### src/sv/rqd_pkg.sv
// Shared types and codes for the request queue with duplicate suppression.
// No dependencies; compiled first.
package rqd_pkg;

   // Command codes
   localparam logic [2:0] CMD_REGISTER   = 3'd0;
   localparam logic [2:0] CMD_PUT        = 3'd1;
   localparam logic [2:0] CMD_PUT_UNIQUE = 3'd2;
   localparam logic [2:0] CMD_TAKE       = 3'd3;
   localparam logic [2:0] CMD_FINISH     = 3'd4;
   localparam logic [2:0] CMD_REMOVE     = 3'd5;
   localparam logic [2:0] CMD_COUNT      = 3'd6;

   // Status codes
   localparam logic [2:0] ST_OK          = 3'd0;
   localparam logic [2:0] ST_BAD_HANDLER = 3'd1;
   localparam logic [2:0] ST_TOO_MANY    = 3'd2;
   localparam logic [2:0] ST_DUPLICATE   = 3'd3;
   localparam logic [2:0] ST_BLOCKED     = 3'd4;

   localparam int ITEM_W = 5;

   typedef struct packed {
      logic [2:0]  command;
      logic [7:0]  req_type;
      logic [31:0] data_tag;
      logic        handler_valid;
   } req_item_type;

   typedef struct packed {
      logic [2:0]        status;
      logic              entry_valid;
      logic [7:0]        entry_type;
      logic [31:0]       entry_data;
      logic [ITEM_W-1:0] item_count;
      logic              pending;
      logic              last;
   } rsp_item_type;

   // One queue entry as stored in memory
   typedef struct packed {
      logic [7:0]  etype;
      logic [31:0] tag;
   } q_entry_type;

endpackage

### src/sv/rqd_req_if.sv
// Request channel interface: valid/ready handshake carrying one command.
// Depends on rqd_pkg.
interface rqd_req_if;
   import rqd_pkg::*;
   logic         valid;
   logic         ready;
   req_item_type payload;
   modport source (output valid, output payload, input ready);
   modport sink   (input valid, input payload, output ready);
endinterface

### src/sv/rqd_rsp_if.sv
// Response channel interface: valid/ready handshake carrying one result.
// Depends on rqd_pkg.
interface rqd_rsp_if;
   import rqd_pkg::*;
   logic         valid;
   logic         ready;
   rsp_item_type payload;
   modport source (output valid, output payload, input ready);
   modport sink   (input valid, input payload, output ready);
endinterface

### src/sv/request_queue_with_dedup_unit.sv
// Top level: request queue with type table, dedup and remove-by-type.
// Depends on rqd_pkg, rqd_req_if, rqd_rsp_if.
//
//  channel   | dir | handshake          | carries
//  ----------+-----+--------------------+-------------------------------
//  req_chan  | in  | valid & ready      | command, type, tag, handler
//  rsp_chan  | out | valid & ready      | status, entry, count, flags
//  csr_*     | in  | csr_wr_en          | blocked bit
//
// One transaction at a time. Queue and type table live in single-port-read
// memories, scanned one entry at a time: address, then compare.
// Synchronous active-high reset clears control state; memories hold garbage
// until written. A stalled response holds the engine only when it must emit.
module request_queue_with_dedup_unit #(
   parameter int QUEUE_DEPTH = 16,
   parameter int TYPE_SLOTS  = 8
) (
   input  logic  clock,
   input  logic  reset,
   rqd_req_if.sink   req_chan,
   rqd_rsp_if.source rsp_chan,
   input  logic  csr_wr_en,
   input  logic  csr_wr_data
);
   import rqd_pkg::*;

   localparam int QAW = (QUEUE_DEPTH > 1) ? $clog2(QUEUE_DEPTH) : 1;
   localparam int LW  = $clog2(QUEUE_DEPTH + 1);
   localparam int KAW = (TYPE_SLOTS > 1) ? $clog2(TYPE_SLOTS) : 1;
   localparam int KCW = $clog2(TYPE_SLOTS + 1);

   typedef enum logic [3:0] {
      S_IDLE, S_DECODE, S_KRD, S_KCHK, S_QRD, S_QCHK, S_PUSH,
      S_TAKE_RD, S_TAKE, S_CRD, S_CCHK, S_CEND, S_RRD, S_RCHK
   } state_type;

   function automatic logic [QAW-1:0] ptr_inc(input logic [QAW-1:0] p);
      if (p == QAW'(QUEUE_DEPTH - 1)) begin
         return '0;
      end
      return p + 1'b1;
   endfunction

   // Memories
   q_entry_type q_mem [QUEUE_DEPTH];
   logic [7:0]  kt_mem [TYPE_SLOTS];
   q_entry_type q_rdata_ff;
   logic [7:0]  kt_rdata_ff;
   logic        q_we, kt_we;
   logic [QAW-1:0] q_waddr;
   q_entry_type q_wdata;

   // Control and state registers
   state_type    state_ff, state_in;
   req_item_type cmd_ff, cmd_in;
   logic [QAW-1:0] head_ff, head_in, tail_ff, tail_in;
   logic [QAW-1:0] rptr_ff, rptr_in, wptr_ff, wptr_in;
   logic [LW-1:0]  len_ff, len_in, idx_ff, idx_in;
   logic [LW-1:0]  nrem_ff, nrem_in, ecnt_ff, ecnt_in;
   logic [KCW-1:0] kcnt_ff, kcnt_in, kidx_ff, kidx_in;
   logic         act_valid_ff, act_valid_in;
   q_entry_type  act_ff, act_in;
   logic         pending_ff, pending_in;
   logic         blocked_ff;
   logic         rsp_valid_ff;
   rsp_item_type rsp_ff;

   logic         emit_go, can_emit;
   rsp_item_type emit_d;

   assign can_emit       = !rsp_valid_ff || rsp_chan.ready;
   assign req_chan.ready = (state_ff == S_IDLE);
   assign rsp_chan.valid = rsp_valid_ff;
   assign rsp_chan.payload = rsp_ff;

   // Memory ports: registered read, one write each
   always_ff @(posedge clock) begin
      if (q_we) begin
         q_mem[q_waddr] <= q_wdata;
      end
      if (kt_we) begin
         kt_mem[kcnt_ff[KAW-1:0]] <= cmd_ff.req_type;
      end
      q_rdata_ff  <= q_mem[rptr_ff];
      kt_rdata_ff <= kt_mem[kidx_ff[KAW-1:0]];
   end

   // Command sequencer
   always_comb begin
      state_in     = state_ff;
      cmd_in       = cmd_ff;
      head_in      = head_ff;
      tail_in      = tail_ff;
      rptr_in      = rptr_ff;
      wptr_in      = wptr_ff;
      len_in       = len_ff;
      idx_in       = idx_ff;
      nrem_in      = nrem_ff;
      ecnt_in      = ecnt_ff;
      kcnt_in      = kcnt_ff;
      kidx_in      = kidx_ff;
      act_valid_in = act_valid_ff;
      act_in       = act_ff;
      pending_in   = pending_ff;
      q_we         = 1'b0;
      q_waddr      = tail_ff;
      q_wdata      = '{etype: cmd_ff.req_type, tag: cmd_ff.data_tag};
      kt_we        = 1'b0;
      emit_go      = 1'b0;
      emit_d       = '0;
      emit_d.last  = 1'b1;

      case (state_ff)
         S_IDLE: begin
            if (req_chan.valid) begin
               cmd_in   = req_chan.payload;
               state_in = S_DECODE;
            end
         end
         S_DECODE: begin
            kidx_in = '0;
            idx_in  = '0;
            nrem_in = '0;
            ecnt_in = '0;
            rptr_in = head_ff;
            wptr_in = head_ff;
            case (cmd_ff.command)
               CMD_REGISTER: begin
                  if (!cmd_ff.handler_valid) begin
                     emit_d.status = ST_BAD_HANDLER;
                     emit_go = can_emit;
                     if (can_emit) state_in = S_IDLE;
                  end else if (kcnt_ff >= KCW'(TYPE_SLOTS)) begin
                     emit_d.status = ST_TOO_MANY;
                     emit_go = can_emit;
                     if (can_emit) state_in = S_IDLE;
                  end else begin
                     state_in = S_KRD;
                  end
               end
               CMD_PUT, CMD_PUT_UNIQUE: begin
                  if (blocked_ff) begin
                     emit_d.status = ST_BLOCKED;
                     emit_go = can_emit;
                     if (can_emit) state_in = S_IDLE;
                  end else begin
                     state_in = S_KRD;
                  end
               end
               CMD_TAKE: begin
                  if (len_ff == '0) begin
                     if (can_emit) begin
                        pending_in = 1'b0;
                        emit_go    = 1'b1;
                        state_in   = S_IDLE;
                     end
                  end else begin
                     state_in = S_TAKE_RD;
                  end
               end
               CMD_FINISH: begin
                  if (can_emit) begin
                     act_valid_in = 1'b0;
                     act_in       = '0;
                     emit_go      = 1'b1;
                     state_in     = S_IDLE;
                  end
               end
               CMD_REMOVE: begin
                  state_in = S_CRD;
               end
               CMD_COUNT: begin
                  emit_d.item_count = ITEM_W'(len_ff);
                  emit_go = can_emit;
                  if (can_emit) state_in = S_IDLE;
               end
               default: begin
                  emit_go = can_emit;
                  if (can_emit) state_in = S_IDLE;
               end
            endcase
         end
         // Known-type table scan
         S_KRD: begin
            if (kidx_ff == kcnt_ff) begin
               // type not in table
               if (cmd_ff.command == CMD_REGISTER) begin
                  if (can_emit) begin
                     kt_we    = 1'b1;
                     kcnt_in  = kcnt_ff + 1'b1;
                     emit_go  = 1'b1;
                     state_in = S_IDLE;
                  end
               end else begin
                  emit_d.status = ST_BAD_HANDLER;
                  emit_go = can_emit;
                  if (can_emit) state_in = S_IDLE;
               end
            end else begin
               state_in = S_KCHK;
            end
         end
         S_KCHK: begin
            if (kt_rdata_ff == cmd_ff.req_type) begin
               if (cmd_ff.command == CMD_REGISTER) begin
                  emit_d.status = ST_DUPLICATE;
                  emit_go = can_emit;
                  if (can_emit) state_in = S_IDLE;
               end else if (cmd_ff.command == CMD_PUT_UNIQUE) begin
                  if (act_valid_ff && act_ff.etype == cmd_ff.req_type &&
                      act_ff.tag == cmd_ff.data_tag) begin
                     emit_go = can_emit;
                     if (can_emit) state_in = S_IDLE;
                  end else begin
                     state_in = S_QRD;
                  end
               end else begin
                  state_in = S_PUSH;
               end
            end else begin
               kidx_in  = kidx_ff + 1'b1;
               state_in = S_KRD;
            end
         end
         // Dedup scan over queued entries
         S_QRD: begin
            state_in = (idx_ff == len_ff) ? S_PUSH : S_QCHK;
         end
         S_QCHK: begin
            if (q_rdata_ff.etype == cmd_ff.req_type &&
                q_rdata_ff.tag == cmd_ff.data_tag) begin
               emit_go = can_emit;
               if (can_emit) state_in = S_IDLE;
            end else begin
               idx_in   = idx_ff + 1'b1;
               rptr_in  = ptr_inc(rptr_ff);
               state_in = S_QRD;
            end
         end
         S_PUSH: begin
            if (len_ff >= LW'(QUEUE_DEPTH)) begin
               emit_d.status = ST_BLOCKED;
               emit_go = can_emit;
               if (can_emit) state_in = S_IDLE;
            end else if (can_emit) begin
               q_we       = 1'b1;
               tail_in    = ptr_inc(tail_ff);
               len_in     = len_ff + 1'b1;
               pending_in = 1'b1;
               emit_go    = 1'b1;
               state_in   = S_IDLE;
            end
         end
         // Pop head into the active slot
         S_TAKE_RD: begin
            state_in = S_TAKE;
         end
         S_TAKE: begin
            if (can_emit) begin
               act_valid_in       = 1'b1;
               act_in             = q_rdata_ff;
               head_in            = ptr_inc(head_ff);
               len_in             = len_ff - 1'b1;
               emit_d.entry_valid = 1'b1;
               emit_d.entry_type  = q_rdata_ff.etype;
               emit_d.entry_data  = q_rdata_ff.tag;
               emit_go            = 1'b1;
               state_in           = S_IDLE;
            end
         end
         // Remove, first pass: count matches
         S_CRD: begin
            state_in = (idx_ff == len_ff) ? S_CEND : S_CCHK;
         end
         S_CCHK: begin
            if (q_rdata_ff.etype == cmd_ff.req_type) begin
               nrem_in = nrem_ff + 1'b1;
            end
            idx_in   = idx_ff + 1'b1;
            rptr_in  = ptr_inc(rptr_ff);
            state_in = S_CRD;
         end
         S_CEND: begin
            if (nrem_ff == '0) begin
               if (can_emit) begin
                  if (len_ff == '0 && !act_valid_ff) pending_in = 1'b0;
                  emit_go  = 1'b1;
                  state_in = S_IDLE;
               end
            end else begin
               if (len_ff == nrem_ff && !act_valid_ff) pending_in = 1'b0;
               idx_in   = '0;
               rptr_in  = head_ff;
               wptr_in  = head_ff;
               state_in = S_RRD;
            end
         end
         // Remove, second pass: emit matches, compact the rest
         S_RRD: begin
            if (idx_ff == len_ff) begin
               len_in   = len_ff - nrem_ff;
               tail_in  = wptr_ff;
               state_in = S_IDLE;
            end else begin
               state_in = S_RCHK;
            end
         end
         S_RCHK: begin
            if (q_rdata_ff.etype == cmd_ff.req_type) begin
               if (can_emit) begin
                  emit_d.entry_valid = 1'b1;
                  emit_d.entry_type  = q_rdata_ff.etype;
                  emit_d.entry_data  = q_rdata_ff.tag;
                  emit_d.item_count  = ITEM_W'(nrem_ff);
                  emit_d.last        = (LW'(ecnt_ff + 1'b1) == nrem_ff);
                  emit_go            = 1'b1;
                  ecnt_in            = ecnt_ff + 1'b1;
                  idx_in             = idx_ff + 1'b1;
                  rptr_in            = ptr_inc(rptr_ff);
                  state_in           = S_RRD;
               end
            end else begin
               q_we     = 1'b1;
               q_waddr  = wptr_ff;
               q_wdata  = q_rdata_ff;
               wptr_in  = ptr_inc(wptr_ff);
               idx_in   = idx_ff + 1'b1;
               rptr_in  = ptr_inc(rptr_ff);
               state_in = S_RRD;
            end
         end
         default: begin
            state_in = S_IDLE;
         end
      endcase
      emit_d.pending = pending_in;
   end

   // State and registered outputs
   always_ff @(posedge clock) begin
      if (reset) begin
         state_ff     <= S_IDLE;
         head_ff      <= '0;
         tail_ff      <= '0;
         len_ff       <= '0;
         kcnt_ff      <= '0;
         act_valid_ff <= 1'b0;
         act_ff       <= '0;
         pending_ff   <= 1'b0;
         blocked_ff   <= 1'b0;
         rsp_valid_ff <= 1'b0;
      end else begin
         state_ff     <= state_in;
         head_ff      <= head_in;
         tail_ff      <= tail_in;
         len_ff       <= len_in;
         kcnt_ff      <= kcnt_in;
         act_valid_ff <= act_valid_in;
         act_ff       <= act_in;
         pending_ff   <= pending_in;
         if (csr_wr_en) begin
            blocked_ff <= csr_wr_data;
         end
         if (emit_go) begin
            rsp_valid_ff <= 1'b1;
         end else if (rsp_chan.ready) begin
            rsp_valid_ff <= 1'b0;
         end
      end
      cmd_ff  <= cmd_in;
      rptr_ff <= rptr_in;
      wptr_ff <= wptr_in;
      idx_ff  <= idx_in;
      nrem_ff <= nrem_in;
      ecnt_ff <= ecnt_in;
      kidx_ff <= kidx_in;
      if (emit_go) begin
         rsp_ff <= emit_d;
      end
   end

endmodule

### src/flat_wrapper.sv
// flat-port wrapper written by rule: the top's interface ports become plain ports
module request_queue_with_dedup_unit_flat import rqd_pkg::*;
#(
   parameter int QUEUE_DEPTH = 16,
   parameter int TYPE_SLOTS  = 8
)
  (clock, reset, csr_wr_en, csr_wr_data, req_chan_valid, req_chan_payload, req_chan_ready, rsp_chan_valid, rsp_chan_payload, rsp_chan_ready);
  rqd_req_if req_chan_i ();
  rqd_rsp_if rsp_chan_i ();
  input  logic clock;
  input  logic reset;
  input  logic csr_wr_en;
  input  logic csr_wr_data;
  input wire logic [$bits(req_chan_i.valid)-1:0] req_chan_valid;
  input wire logic [$bits(req_chan_i.payload)-1:0] req_chan_payload;
  output wire logic [$bits(req_chan_i.ready)-1:0] req_chan_ready;
  output wire logic [$bits(rsp_chan_i.valid)-1:0] rsp_chan_valid;
  output wire logic [$bits(rsp_chan_i.payload)-1:0] rsp_chan_payload;
  input wire logic [$bits(rsp_chan_i.ready)-1:0] rsp_chan_ready;
  assign req_chan_i.valid = req_chan_valid;
  assign req_chan_i.payload = req_chan_payload;
  assign req_chan_ready = req_chan_i.ready;
  assign rsp_chan_valid = rsp_chan_i.valid;
  assign rsp_chan_payload = rsp_chan_i.payload;
  assign rsp_chan_i.ready = rsp_chan_ready;
  request_queue_with_dedup_unit #(.QUEUE_DEPTH(QUEUE_DEPTH), .TYPE_SLOTS(TYPE_SLOTS)) u_core (.clock(clock), .reset(reset), .req_chan(req_chan_i), .rsp_chan(rsp_chan_i), .csr_wr_en(csr_wr_en), .csr_wr_data(csr_wr_data));
endmodule
### config.mk
export PLATFORM = sky130hd
export DESIGN_NAME = request_queue_with_dedup_unit_flat
export DESIGN_NICKNAME = d
export VERILOG_FILES = /design/src/sv/rqd_pkg.sv /design/src/sv/rqd_req_if.sv /design/src/sv/rqd_rsp_if.sv /design/src/sv/request_queue_with_dedup_unit.sv /design/src/flat_wrapper.sv
export SDC_FILE = /design/constraint.sdc
export NUM_CORES = 1
export LEC_CHECK = 0
export ABC_CLOCK_PERIOD_IN_PS = 6200
export BUFFER_PORTS_ARGS = -buffer_cell sky130_fd_sc_hd__buf_2
export CORE_MARGIN = 5
export CORE_UTILIZATION = 30
export DETAILED_ROUTE_END_ITERATION = 16
export GPL_TIMING_DRIVEN = 0
export PLACE_DENSITY = 0.41
export SYNTH_ARGS = -nofsm -noshare
export SYNTH_HDL_FRONTEND = slang
export SYNTH_SLANG_ARGS = --single-unit
### constraint.sdc
create_clock -name clock -period 6.2 [get_ports clock]
set_input_delay 1.24 -clock clock [delete_from_list [all_inputs] [get_ports clock]]
set_output_delay 1.24 -clock clock [all_outputs]
set_load 0.005 [all_outputs]
==> reports/metrics.cfg, run 1 <==
[synth]
ys_seq_area_frac=0.721
yosysMostFrequentCell=edfxtp_1
netlist.area_leader.share=0.661
syn_area_per_cell_um2=16.6
synth_top_flop_cell=edfxtp_1
synthTopCellsByArea=edfxtp_1 66%, dfxtp_1 6.0%, mux4_2 5.8%
synth_commonest_cells=826 x edfxtp_1, 162 x mux2i_1, 128 x nand2_1, 113 x dfxtp_1, 96 x mux4_2
async_flop_share=0
syn_nets=2330
synth_top_cell_by_area=edfxtp_1
synth.distinct_cells=62
ys_warn_count=0
synthesis.area_um2=37500
ys_ff_latch=939
synth_edf_count=826
syn_inst=2260

[hold_path]
hold_depth=2
hold_start=u_core.act_ff[4]
hold_class=flop to flop
holdPathEnd=u_core.act_ff[4]

[sta]
slew_headroom=0.108
whs_ps=480
finalCritPeriodShare=0.722
tightest_slew_ps=1320
finClkSkew_ps=52.6
period_needed_ps=4480
setup_ws_ps=1720
fmax_mhz=223
hold_viol=0
rsz0062_at_grt=false
drv_slew=0
setup-violations-final=0

[global_route]
grt_first_pass_wirelength_mm=167
grt_overflow=0
track_usage=0.177
met3_usage=0.0280
grt_max_degree=45
gr-max-usage-layer=met2
antenna_found_initial=3
grt_pass1_vias=21900
grt_util_met2=0.292
grt_use_met1=0.252

[layout]
drive_above_1_share=0.195
regArea_um2=27100
fillers=11700
instances_no_fill=4241
fin_util=0.361
area_delta_synth_final_pct=19.1
multiInputGateArea_um2=10000
nNetsFinal=2577

[clock_network]
cts_root_buffer=clkbuf_16
cts_resized=0
cts_tree=built
cts-buffers-inserted=107
clock_sinks=939
clkTransAtPathRegs_ps=60
cts_max_level=3
post-cts-setup-buffers=0
cts_max_path_buffers=3
clk_latency_ps=700
holdBufCountCts=0

[critical_path]
timing.rr.start=u_core.cmd_ff[38]
r2r_slack_ps=1720
cp-start-kind=flop
end_kind=flop
max_stage_delay_ps=670
timing.rr.end=u_core.rsp_chan.payload[43]
cp_common_cell=nand4_1
r2r_cells=9
path_cells=xnor2_1 > nand4_1 > nor4_1 > nand4_1 > a2111oi_4 > nor4b_1 > nor2_4 > buf_12 > buf_16
cp.required_ps=6560
crit_type=flop to flop
cpMaxStageDelayCell=edfxtp_1
worstPathArrival_ps=4840
cp_max_fo=18

[placement]
gp_congestion=0.824
place_inst=4034
place_hpwl_mm=80.9
port_buffers=102
pre_cts_ws_ps=1740

[floorplanning]
start_util=0.303
rows=129
dieArea_um2=132000
dieHeight_um=364
pin_count=103
core_um2=124000
die_w_um=364

[pwr]
p_per_area_nw_per_um2=339
p_leak_uw=0.0147
power.total_uw=15200
max-vdd-ir-drop_v=0.000215

[job]
drv_cap=0

[outcome]
status=finished clean

[detailed_routing]
dr_total_vias=21600
drtPass1Iterations=5
drtAntennaViolNets=0
vias_per_cell=5.08
drt-total-wl_mm=119
wl_per_cell_um=28.0
dr.first_iter.drc_count=1938
drc_errors=0

==> worst max-delay path: cells and delay by family (launching register included) <==
kind                   cells  cell delay (ps)
AO/OA/AOI/OAI              1              570
AND/OR/NAND/NOR            5             1880
XOR/XNOR                   1              560
buffers and inverters      2              460
flip-flops                 1              670
==> how the worst max path moves through the flow <==
stage	startpoint	endpoint	slack (ps)	cells past startpoint
after floorplan	u_core.cmd_ff[33]	u_core.rsp_chan.payload[0]	1670	7
after global placement	u_core.cmd_ff[38]	u_core.rsp_chan.payload[13]	-1930	7
after detailed placement	u_core.cmd_ff[38]	u_core.rsp_chan.payload[11]	1740	9
after CTS	u_core.cmd_ff[38]	u_core.rsp_chan.payload[43]	1710	9
after global routing	u_core.cmd_ff[33]	u_core.rsp_chan.payload[43]	1500	9
final	u_core.cmd_ff[38]	u_core.rsp_chan.payload[43]	1720	9
==> flip-flops by register name (all words and copies together) (netlist names), 5 cells and up <==
signal / count
u_core.idx_ff: 5
u_core.kt_rdata_ff: 8
u_core.ecnt_ff: 5
u_core.nrem_ff: 5
u_core.cmd_ff: 44
u_core.q_rdata_ff: 40
u_core.kt_mem: 64
u_core.len_ff: 5
u_core.act_ff: 40
u_core.q_mem: 640
u_core.rsp_chan.payload: 51
==> metal layers <==
layer,wire length [um],part of all wire
met3,6580,0.055
met2,55900,0.47
met5,0,0
met1,54300,0.46
met4,2050,0.017
==> stage by stage <==
stage	area (um^2)	setup TNS (ps)
floorplan	37500	0
CTS	44700	0
detailed placement	41000	0
global placement	40100	-1044560
finish	44700	0
global route	44700	0
==> where the power goes <==
group / leakage (uW) / internal (uW) / switching (uW) / total [uW]
combinational: 0.00448 / 434 / 816 / 1250
sequential: 0.00842 / 7110 / 238 / 7350
clock: 0.00179 / 3960 / 2610 / 6580
==> cell type report <==
| class | instances | share of cell area |
|---|---|---|
| inverters | 21 | 0.00176 |
| well taps | 1637 | 0.0458 |
| clock inverters | 61 | 0.0168 |
| diodes | 2 | 0.000112 |
| multi-input cells | 1179 | 0.224 |
| repair buffers | 138 | 0.0291 |
| clock buffers | 143 | 0.0659 |
| plain buffers | 121 | 0.0111 |
| flip-flops and latches | 939 | 0.605 |
==> kinds of logic after synthesis <==
kind of cell    after synthesis  share of synthesized area
compound gates              320                     0.0592
xor+xnor                    124                     0.0289
fa+ha+maj                    20                    0.00707
buf+inv                     142                     0.0153
flops                       939                      0.721
mux                         308                      0.116
simple gates                407                     0.0526
==> placed cells by master, fill, tap and decap left out, types with 18 or more instances in the layout <==
master,count
mux4_2,96
mux2i_1,162
clkbuf_16,109
dfxtp_1,113
clkinv_1,20
inv_1,20
a21oi_1,70
buf_2,135
mux2_2,50
a22oi_1,41
ha_1,18
xor2_1,68
a221oi_1,82
nor2_1,64
buf_12,24
nand2_1,128
o21ai_0,68
edfxtp_1,826
clkbuf_1,105
xnor2_1,56
and2_1,43
nand3_1,59
Power figures use the tool's default switching activity.
==> run 2, diff against run 1 <==
- ABC_AREA: default -> 1
- ABC_CLOCK_PERIOD_IN_PS: 6200 -> 4300
- clock period: 6.2 -> 4.3 ns (I/O delays scaled with it)
==> reports/metrics.cfg, run 2 <==
[pwr]
power.total_uw=23100  ; was 15200 uW
max-vdd-ir-drop_v=0.000343  ; was 0.000215 V
clkPwrFrac=0.394  ; was 0.433
p_sw_uw=6570  ; was 3670 uW
p_sw_frac=0.285  ; was 0.242
comb_power_share=0.141  ; was 0.082
p_seq_frac=0.465  ; was 0.484
p_int_uw=16500  ; was 11500 uW
p_leak_uw=0.0157  ; was 0.0147 uW
p_per_area_nw_per_um2=509  ; was 339 nW/um^2

[sta]
hold_viol=0  ; unchanged
period_needed_ps=4180  ; was 4480 ps
finalCritPeriodShare=0.972  ; was 0.722
fmax_mhz=239  ; was 223 MHz
finClkSkew_ps=48.7  ; was 52.6 ps
tightest_slew_ps=1410  ; was 1320 ps
setup-violations-final=0  ; unchanged
drv_slew=0  ; unchanged
slew_headroom=0.0611  ; was 0.108
whs_ps=339  ; was 480 ps
rsz0062_at_grt=false  ; unchanged
finalSetupTns_ps=0  ; unchanged

[critical_path]
cp_max_fo=10  ; was 18
end_kind=flop  ; unchanged
cp.required_ps=4710  ; was 6560 ps
crit_type=flop to flop  ; unchanged
cp-start-kind=flop  ; unchanged
worstPathArrival_ps=4590  ; was 4840 ps

[clock_network]
clkTransAtPathRegs_ps=60  ; about the same
cts-buffers-inserted=106  ; was 107
clk_latency_ps=700  ; about the same
cts_tree=built  ; unchanged
clock_sinks=939  ; unchanged
holdBufCountCts=0  ; unchanged
cts_root_buffer=clkbuf_16  ; unchanged
cts_max_level=3  ; unchanged
cts_max_path_buffers=3  ; unchanged

[detailed_routing]
drtPass1Iterations=7  ; was 5
vias_per_cell=4.96  ; was 5.08
dr_total_vias=26200  ; was 21600
drt-total-wl_mm=137  ; was 119 mm
wl_per_cell_um=26.0  ; was 28.0 um
drc_errors=0  ; unchanged
drtAntennaViolNets=0  ; unchanged
dr.first_iter.drc_count=2428  ; was 1938

[layout]
mostFrequentLayoutCells=826 x edfxtp_1, 620 x nand2_1, 377 x nor2_1, 279 x o21ai_0, 169 x a21oi_1  ; was 826 x edfxtp_1, 162 x mux2i_1, 135 x buf_2, 128 x nand2_1, 113 x dfxtp_1
fillers=12500  ; was 11700
nNetsFinal=3602  ; was 2577
largest_reg_flops=640  ; unchanged
area_delta_synth_final_pct=19.1  ; about the same
instances_no_fill=5276  ; was 4241
drive_above_1_share=0.126  ; was 0.195
fin_util=0.360  ; was 0.361
top_register=u_core.q_mem  ; unchanged
layout_commonest_cell=edfxtp_1  ; unchanged

[global_route]
grt_overflow=0  ; unchanged
grt_first_pass_wirelength_mm=191  ; was 167 mm
grt_use_met1=0.284  ; was 0.252
track_usage=0.198  ; was 0.177
met3_usage=0.0289  ; was 0.0280
grt_util_met2=0.321  ; was 0.292
gr-max-usage-layer=met2  ; unchanged
grt_pass1_vias=25200  ; was 21900
grt_max_degree=35  ; was 45
antenna_found_initial=3  ; unchanged

[synth]
synth_top_flop_cell=edfxtp_1  ; unchanged
netlist.area_leader.share=0.653  ; was 0.661
synth_top_cell_by_area=edfxtp_1  ; unchanged
synthTopCellsByArea=edfxtp_1 65%, nand2_1 6.1%, dfxtp_1 6.0%  ; was edfxtp_1 66%, dfxtp_1 6.0%, mux4_2 5.8%
syn_nets=3319  ; was 2330
synthesis.area_um2=38000  ; was 37500 um^2
ys_seq_area_frac=0.712  ; was 0.721
synth_edf_count=826  ; unchanged
ys_warn_count=0  ; unchanged
yosysMostFrequentCell=edfxtp_1  ; unchanged
async_flop_share=0  ; unchanged
syn_inst=3249  ; was 2260
synth.distinct_cells=48  ; was 62
synth_commonest_cells=826 x edfxtp_1, 620 x nand2_1, 394 x nor2_1, 319 x o21ai_0, 169 x a21oi_1  ; was 826 x edfxtp_1, 162 x mux2i_1, 128 x nand2_1, 113 x dfxtp_1, 96 x mux4_2
ys_ff_latch=939  ; unchanged
syn_area_per_cell_um2=11.7  ; was 16.6 um^2

[outcome]
status=finished clean  ; unchanged

[placement]
gp_congestion=0.829  ; was 0.824
place_inst=5074  ; was 4034
place_hpwl_mm=94.6  ; was 80.9 mm
port_buffers=101  ; was 102

[floorplanning]
core_um2=126000  ; was 124000 um^2
rows=130  ; was 129
pin_count=103  ; unchanged
die_w_um=366  ; was 364 um
dieHeight_um=366  ; was 364 um
start_util=0.302  ; was 0.303
dieArea_um2=134000  ; was 132000 um^2

[job]
drv_cap=0  ; unchanged

[hold_path]
hold_class=primary input to flop  ; was flop to flop

==> run 2: critical path, stage by stage, from the launching register on <==
cell and delay (ps):
edfxtp_1 450, clkbuf_1 930, nand2_1 550, inv_1 220, clkdlybuf4s15_1 970, nand3_1 180, nand4_1 180, o21ai_0 400
==> run 2: kinds of logic after synthesis <==
family          Yosys count  synth area share
simple gates           1195             0.128
buf+inv                 356            0.0378
flops                   939             0.712
xor+xnor                 50            0.0115
compound gates          689             0.103
fa+ha+maj                20           0.00698
==> run 2: final timing paths <==
path,startpoint,endpoint,slack (ps),cells after the start
worst min-delay path,req_chan_payload[32],u_core.cmd_ff[32],340,1
worst max register to register,u_core.rptr_ff[1],u_core.q_rdata_ff[38],120,7
worst max-delay path,u_core.rptr_ff[1],u_core.q_rdata_ff[38],120,7
worst min register to register,u_core.act_ff[32],u_core.act_ff[32],470,2
==> run 2: power groups by stage <==
stage                     registers, uW  logic, uW  clock network (uW)
after CTS                         10700       3260                9270
after floorplan                   10800       1720                   0
after detailed placement          10900       3250                   0
final                             10700       3250                9080
after global placement            10900       3140                   0
after global routing              10800       3510                9630
==> run 2: area by class of cell <==
type	count	area (um^2)	share of cell area
Clock buffer	156	3010	0.0666
Timing Repair Buffer	175	1600	0.0353
Antenna cell	2	5.00	0.000111
Multi-Input combinational cell	1954	9650	0.213
Inverter	193	731	0.0161
Tap cell	1650	2060	0.0456
Sequential cell	939	27100	0.598
Buffer	163	713	0.0158
Clock inverter	44	435	0.00962
==> run 2: per-layer routing <==
layer,up-vias,part of all wire
met5,-,0
met4,0,0.020
met3,167,0.056
met2,787,0.46
met1,13100,0.46
li1,12100,-
==> run 2: through the flow <==
step	cell area [um^2]	worst slack [ps]
after CTS	45300	64.2
after floorplan	38000	608
after global routing	45300	41.9
after global placement	40600	-3200
final	45300	119
after detailed placement	41800	83.3
==> run 2: what timing repair did <==
item	4_1_cts	5_1_grt
resized for setup	0	2
buffers inserted	0	0
endpoints found under the setup margin	0	1
